[config.mk]
export PLATFORM = sky130hd
export DESIGN_NAME = ctfg_ctrl
export DESIGN_NICKNAME = d
export VERILOG_FILES = /design/src/hdl/cubic_trim_function_generator_top_defines.svh /design/src/hdl/ctfg_pkg.sv /design/src/hdl/ctfg_ctrl.sv
export SDC_FILE = /design/constraint.sdc
export NUM_CORES = 1
export LEC_CHECK = 0
export BUFFER_PORTS_ARGS = -buffer_cell sky130_fd_sc_hd__buf_2
export CAP_MARGIN = 20
export CORE_ASPECT_RATIO = 0.7
export CORE_MARGIN = 3
export CORE_UTILIZATION = 50
export CTS_BUF_LIST = sky130_fd_sc_hd__clkbuf_4 sky130_fd_sc_hd__clkbuf_8
export DETAILED_ROUTE_END_ITERATION = 7
export HOLD_SLACK_MARGIN = 0.03
export PLACE_DENSITY_LB_ADDON = 0.15
export SYNTH_ARGS = -nofsm -noshare
export SYNTH_HDL_FRONTEND = slang
export SYNTH_SLANG_ARGS = --single-unit
[constraint.sdc]
create_clock -name clk_i -period 5.57 [get_ports clk_i]
set_input_delay 0.8355 -clock clk_i [delete_from_list [all_inputs] [get_ports clk_i]]
set_output_delay 0.8355 -clock clk_i [all_outputs]
set_load 0.05 [all_outputs]
[src/hdl/cubic_trim_function_generator_top_defines.svh]
// ----------------------------------------------------------------------------
// Cubic trim function generator: assertion macros
// Shared concurrent assertion forms, clocked on clk_i and held off in reset.
// ----------------------------------------------------------------------------
`ifndef CUBIC_TRIM_FUNCTION_GENERATOR_TOP_DEFINES_SVH
`define CUBIC_TRIM_FUNCTION_GENERATOR_TOP_DEFINES_SVH

// same-cycle implication
`define CTFG_ASSERT_IMP(name, ante, cons, msg) \
  name: assert property (@(posedge clk_i) disable iff (!rst_ni) (ante) |-> (cons)) \
    else $error(msg);

// next-cycle implication
`define CTFG_ASSERT_NXT(name, ante, cons, msg) \
  name: assert property (@(posedge clk_i) disable iff (!rst_ni) (ante) |=> (cons)) \
    else $error(msg);

`endif

[src/hdl/ctfg_pkg.sv]
// ----------------------------------------------------------------------------
// Cubic trim function generator: package
// Types, codes and constants shared by controller and datapath.
// ----------------------------------------------------------------------------
`default_nettype none

package ctfg_pkg;

  localparam int unsigned REF_W = 32;
  localparam int unsigned UFRAC = 30;

  // register indexes
  localparam logic [2:0] REG_TRIM_CUBIC  = 3'd0;
  localparam logic [2:0] REG_START_REF   = 3'd1;
  localparam logic [2:0] REG_END_REF     = 3'd2;
  localparam logic [2:0] REG_DURATION_US = 3'd3;
  localparam logic [2:0] REG_RATE_LIMIT  = 3'd4;
  localparam logic [2:0] REG_ACCEL_LIMIT = 3'd5;

  // right-hand side scale factors for the duration searches
  localparam logic [42:0] K_LIN      = 43'd1000000;
  localparam logic [42:0] K_CUB_RATE = 43'd3000000;
  localparam logic [42:0] K_ACCEL    = 43'd6000000000000;

  localparam logic [1:0] PH_BEFORE = 2'd0;
  localparam logic [1:0] PH_DURING = 2'd1;
  localparam logic [1:0] PH_AFTER  = 2'd2;
  localparam logic [1:0] PH_ERROR  = 2'd3;

  localparam logic [1:0] ERR_NONE  = 2'd0;
  localparam logic [1:0] ERR_RATE  = 2'd1;
  localparam logic [1:0] ERR_ACCEL = 2'd2;

  typedef enum logic [3:0] {
    ST_IDLE, ST_SETUP, ST_RHS_MUL, ST_RHS_ADD, ST_SF, ST_PP, ST_CMP, ST_SDONE,
    ST_CLASSIFY, ST_DIV, ST_U2, ST_U3, ST_PROD, ST_OFF, ST_FIN
  } ctfg_state_e;

  typedef enum logic [3:0] {
    OP_NONE, OP_CAPTURE, OP_SETUP, OP_RHS_MUL, OP_RHS_ADD, OP_SRCH_F, OP_SRCH_PP,
    OP_SRCH_CMP, OP_SRCH_DONE, OP_DIV_INIT, OP_DIV_STEP, OP_U2, OP_U3, OP_PROD,
    OP_OFF, OP_LOAD_OUT
  } ctfg_op_e;

  typedef enum logic [1:0] {
    SRCH_LIN, SRCH_CUB_RATE, SRCH_ACCEL
  } ctfg_srch_e;

  typedef struct packed {
    ctfg_op_e   op;
    ctfg_srch_e srch;
    logic [4:0] cnt;
  } ctfg_cmd_t;

  typedef struct packed {
    logic valid;
    logic need_search;
    logic cubic;
    logic mid_range;
    logic out_free;
  } ctfg_sts_t;

endpackage

`default_nettype wire

[src/hdl/ctfg_ctrl.sv]
// ----------------------------------------------------------------------------
// Cubic trim function generator: controller
// Sequences setup, duration searches, division and result assembly.
// ----------------------------------------------------------------------------
`default_nettype none

module ctfg_ctrl (
  input  wire logic                 clk_i,
  input  wire logic                 rst_ni,
  input  wire logic                 s_tvalid_i,
  output logic                      s_tready_o,
  input  wire ctfg_pkg::ctfg_sts_t  sts_i,
  output ctfg_pkg::ctfg_cmd_t       cmd_o
);

  ctfg_pkg::ctfg_state_e state_q, state_d;
  ctfg_pkg::ctfg_srch_e  srch_q, srch_d;
  logic [4:0]            cnt_q, cnt_d;

  always_ff @(posedge clk_i or negedge rst_ni) begin
    if (!rst_ni) begin
      state_q <= ctfg_pkg::ST_IDLE;
      srch_q  <= ctfg_pkg::SRCH_LIN;
      cnt_q   <= 5'd0;
    end else begin
      state_q <= state_d;
      srch_q  <= srch_d;
      cnt_q   <= cnt_d;
    end
  end

  always_comb begin
    state_d = state_q;
    srch_d  = srch_q;
    cnt_d   = cnt_q;
    case (state_q)
      ctfg_pkg::ST_IDLE: begin
        if (s_tvalid_i) begin
          state_d = sts_i.valid ? ctfg_pkg::ST_CLASSIFY : ctfg_pkg::ST_SETUP;
        end
      end
      ctfg_pkg::ST_SETUP: begin
        if (sts_i.need_search) begin
          state_d = ctfg_pkg::ST_RHS_MUL;
          srch_d  = sts_i.cubic ? ctfg_pkg::SRCH_CUB_RATE : ctfg_pkg::SRCH_LIN;
        end else begin
          state_d = ctfg_pkg::ST_CLASSIFY;
        end
      end
      ctfg_pkg::ST_RHS_MUL: state_d = ctfg_pkg::ST_RHS_ADD;
      ctfg_pkg::ST_RHS_ADD: begin
        state_d = ctfg_pkg::ST_SF;
        cnt_d   = 5'd0;
      end
      ctfg_pkg::ST_SF: state_d = ctfg_pkg::ST_PP;
      ctfg_pkg::ST_PP: state_d = ctfg_pkg::ST_CMP;
      ctfg_pkg::ST_CMP: begin
        if (&cnt_q) begin
          state_d = ctfg_pkg::ST_SDONE;
        end else begin
          state_d = ctfg_pkg::ST_SF;
          cnt_d   = cnt_q + 5'd1;
        end
      end
      ctfg_pkg::ST_SDONE: begin
        if (srch_q == ctfg_pkg::SRCH_CUB_RATE) begin
          srch_d  = ctfg_pkg::SRCH_ACCEL;
          state_d = ctfg_pkg::ST_RHS_MUL;
        end else begin
          state_d = ctfg_pkg::ST_CLASSIFY;
        end
      end
      ctfg_pkg::ST_CLASSIFY: begin
        cnt_d   = 5'd0;
        state_d = sts_i.mid_range ? ctfg_pkg::ST_DIV : ctfg_pkg::ST_FIN;
      end
      ctfg_pkg::ST_DIV: begin
        if (cnt_q == 5'd30) begin
          state_d = ctfg_pkg::ST_U2;
        end else begin
          cnt_d = cnt_q + 5'd1;
        end
      end
      ctfg_pkg::ST_U2:   state_d = ctfg_pkg::ST_U3;
      ctfg_pkg::ST_U3:   state_d = ctfg_pkg::ST_PROD;
      ctfg_pkg::ST_PROD: state_d = ctfg_pkg::ST_OFF;
      ctfg_pkg::ST_OFF:  state_d = ctfg_pkg::ST_FIN;
      ctfg_pkg::ST_FIN: begin
        if (sts_i.out_free) begin
          state_d = ctfg_pkg::ST_IDLE;
        end
      end
      default: state_d = ctfg_pkg::ST_IDLE;
    endcase
  end

  always_comb begin
    cmd_o.op   = ctfg_pkg::OP_NONE;
    cmd_o.srch = srch_q;
    cmd_o.cnt  = cnt_q;
    s_tready_o = 1'b0;
    case (state_q)
      ctfg_pkg::ST_IDLE: begin
        s_tready_o = 1'b1;
        if (s_tvalid_i) begin
          cmd_o.op = ctfg_pkg::OP_CAPTURE;
        end
      end
      ctfg_pkg::ST_SETUP:    cmd_o.op = ctfg_pkg::OP_SETUP;
      ctfg_pkg::ST_RHS_MUL:  cmd_o.op = ctfg_pkg::OP_RHS_MUL;
      ctfg_pkg::ST_RHS_ADD:  cmd_o.op = ctfg_pkg::OP_RHS_ADD;
      ctfg_pkg::ST_SF:       cmd_o.op = ctfg_pkg::OP_SRCH_F;
      ctfg_pkg::ST_PP:       cmd_o.op = ctfg_pkg::OP_SRCH_PP;
      ctfg_pkg::ST_CMP:      cmd_o.op = ctfg_pkg::OP_SRCH_CMP;
      ctfg_pkg::ST_SDONE:    cmd_o.op = ctfg_pkg::OP_SRCH_DONE;
      ctfg_pkg::ST_CLASSIFY: cmd_o.op = ctfg_pkg::OP_DIV_INIT;
      ctfg_pkg::ST_DIV:      cmd_o.op = ctfg_pkg::OP_DIV_STEP;
      ctfg_pkg::ST_U2:       cmd_o.op = ctfg_pkg::OP_U2;
      ctfg_pkg::ST_U3:       cmd_o.op = ctfg_pkg::OP_U3;
      ctfg_pkg::ST_PROD:     cmd_o.op = ctfg_pkg::OP_PROD;
      ctfg_pkg::ST_OFF:      cmd_o.op = ctfg_pkg::OP_OFF;
      ctfg_pkg::ST_FIN: begin
        if (sts_i.out_free) begin
          cmd_o.op = ctfg_pkg::OP_LOAD_OUT;
        end
      end
      default: cmd_o.op = ctfg_pkg::OP_NONE;
    endcase
  end

endmodule

`default_nettype wire

==> metrics <==
post-synthesis xor/xnor area fraction=0; crit-path max cell delay=around 0.77 ns; Overflow after GRT=0; largest net degree at the start of global routing=25; I/O Pins=20; DRC viols=0; Detail Placement HPWL=1480 µm; Synth Cell Area=933 µm²; clock buffer depth=2; Worst-Skew Late Latency=around 0.27 ns; Max Cap Viol=0; initial antenna violation count=0; number of synthesized flops with an enable pin=0; drt total wl=1990 µm; Die H=roughly 42 µm; Final nets=~140; crit path capture type=output port; Worst R2R End=cnt_q[2]$_DFFE_PN0P_; Tmin final=roughly 2.8 ns; Gate Count Post-Synth=between 100 and 150; CTS clock-pin slew for the worst setup and hold paths=0.07 ns; total global-route track usage=0.183; GP Congestion=about 0.77; effective utilization at floorplan=0.560; die area=~0.0024 mm²; post-synthesis compound-gate area fraction=0.245; ys async rst share=1.00; Final Util=0.623; met1 Track Usage GR=0.258; register area share after synthesis=0.295; Worst Path Arrival=about 2.0 ns; share of cells above drive strength 1=0.272; Synthesized Nets=between 100 and 150; routed vias=roughly 850; Critical R2R Launch=cnt_q[0]$_DFFE_PN0P_; CTS root buffer=clkbuf_4; Critical-path top delay cell=dfrtp_1; main combinational cell family by area after synthesis=simple AND/OR/NAND/NOR gates; post-synthesis adder-cell area fraction=0.0402; DR iter-0 viols=21; crit-path max FO=21; RSZ-0062 raised after global routing=no; CTS tree=built; worst clock skew=between 0.003 and 0.004 ns; Layout Area Growth over Synthesis=11.3%; Peak Freq=0.359 GHz; Place WS=between 3 and 4 ns; CTS Buf Count=3; max-slew violations=0; routed vias/inst=approximately 6; Syn. warnings=0; Synth Register Bits=11; antenna fix cells=0; Synth Area in Simple Gates=0.295; setup TNS=0 ns; first-pass GRT wire length=between 3000 and 4000 µm; Top FF cell, synth=dfrtp_1; critical path startpoint category=flip-flop; final setup fails=0; outcome=finished, final reports clean; min setup slack post-route=approximately 2.8 ns; Worst slew margin=0.531; Worst Hold Class=input port to asynchronous set/reset pin; clock sink count=11; Core Region=roughly 0.0017 mm²; crit-path cells=nor2b_1 > nand3_1 > nand2_1 > buf_2; number of routed nets with antenna violations=0; Distinct cells, synth=43; mux cell area share after synthesis=0.0590; FP Rows=12; CTS resizes=0; routed wire length per instance=13.6 µm; Worst Path Required=~4.7 ns; # Post-CTS Setup Buffers=0; Post-CTS Hold Fix Bufs=0; gr busiest metal=met2; r2r setup slk=3.46 ns; final cycle utilization of the critical path=0.501; GRT met3 Usage=0.0677; htree depth=1; Detailed Routing Iterations Pass 1=4; Final Hold Vio Count=0; PortBufs=19; met2 usage=0.264; worst reg2reg path depth=7; kind of critical path=flip-flop to output port; measured slew at the worst slew-check pin=roughly 0.70 ns; number of global-route vias before repair=between 700 and 800; die width=around 58 µm; syn avg cell area=between 8 and 9 µm²
[stage by stage]
step | cell area (µm²) | instances | hold slack (ns)
after floorplan | 933 | 110 | 0.540
after global placement | 1010 | 142 | 0.530
after detailed placement | 1010 | 142 | 0.539
after CTS | 1040 | 146 | 0.415
after global routing | 1040 | 146 | 0.416
final | 1040 | 146 | 0.418
[cells in the mapped netlist (4+ instances only)]
library cell	count	area [µm²]
dfrtp_1	11	275
nand2_1	11	41.3
nor2b_1	9	56.3
o21ai_0	7	35.0
nor2_1	6	22.5
buf_2	4	20.0
inv_1	4	15.0
mux2_2	4	45.0
nand3_1	4	20.0
[critical path, delay by kind of cell (launching register included)]
kind	cells	cell delay [ns]
flops	1	0.77
simple gates	3	0.65
buf+inv	1	0.26
[cell type report]
cell class | instances | area [µm²]
clock buffer | 4 | 30.0
sequential | 11 | 275
timing repair buffer | 19 | 95.1
fill | 149 | 628
multi-input combinational | 87 | 597
inverter | 4 | 15.0
tap | 21 | 26.3
[cells by family after synthesis]
family,Yosys count
AOI/OAI and AO/OA,31
adders and majority gates,3
buffers and inverters,12
DFF,11
muxes,5
and+or+nand+nor,48
[layout by cell type (no fill, tap or decap), drive strengths merged, types with 3 or more instances in the layout]
master	Yosys	final
a21oi	4	4
buf	7	19
clkbuf	1	4
dfrtp	11	11
ha	3	3
inv	4	4
mux2	4	4
nand2	11	11
nand3	4	4
nand4	3	3
nor2	6	6
nor2b	9	9
o21ai	9	9
o31ai	3	3
[how the worst max path moves through the flow]
stage	endpoint	startpoint
after floorplan	s_tready_o	state_q[1]$_DFFE_PN0P_
after global placement	cmd_o[9]	sts_i[0]
after detailed placement	cmd_o[8]	sts_i[0]
after CTS	cmd_o[10]	state_q[2]$_DFFE_PN0P_
after global routing	cmd_o[10]	state_q[2]$_DFFE_PN0P_
final	cmd_o[10]	state_q[2]$_DFFE_PN0P_
[layer usage]
layer / routed length, µm / up-vias / share of wire
met1: 990 / 394 / 0.50
met3: 129 / 3 / 0.065
li1: - / 432 / -
met4: 8 / 0 / 0.0040
met2: 861 / 22 / 0.43
met5: 0 / - / 0
[sequential cells by signal (all words and copies together) (netlist names)]
name     flops
state_q      4
srch_q       2
cnt_q        5
Power is left out: the tool's default activity adds up to more than one toggle a clock period on the data nets, which glitch-free logic cannot reach.
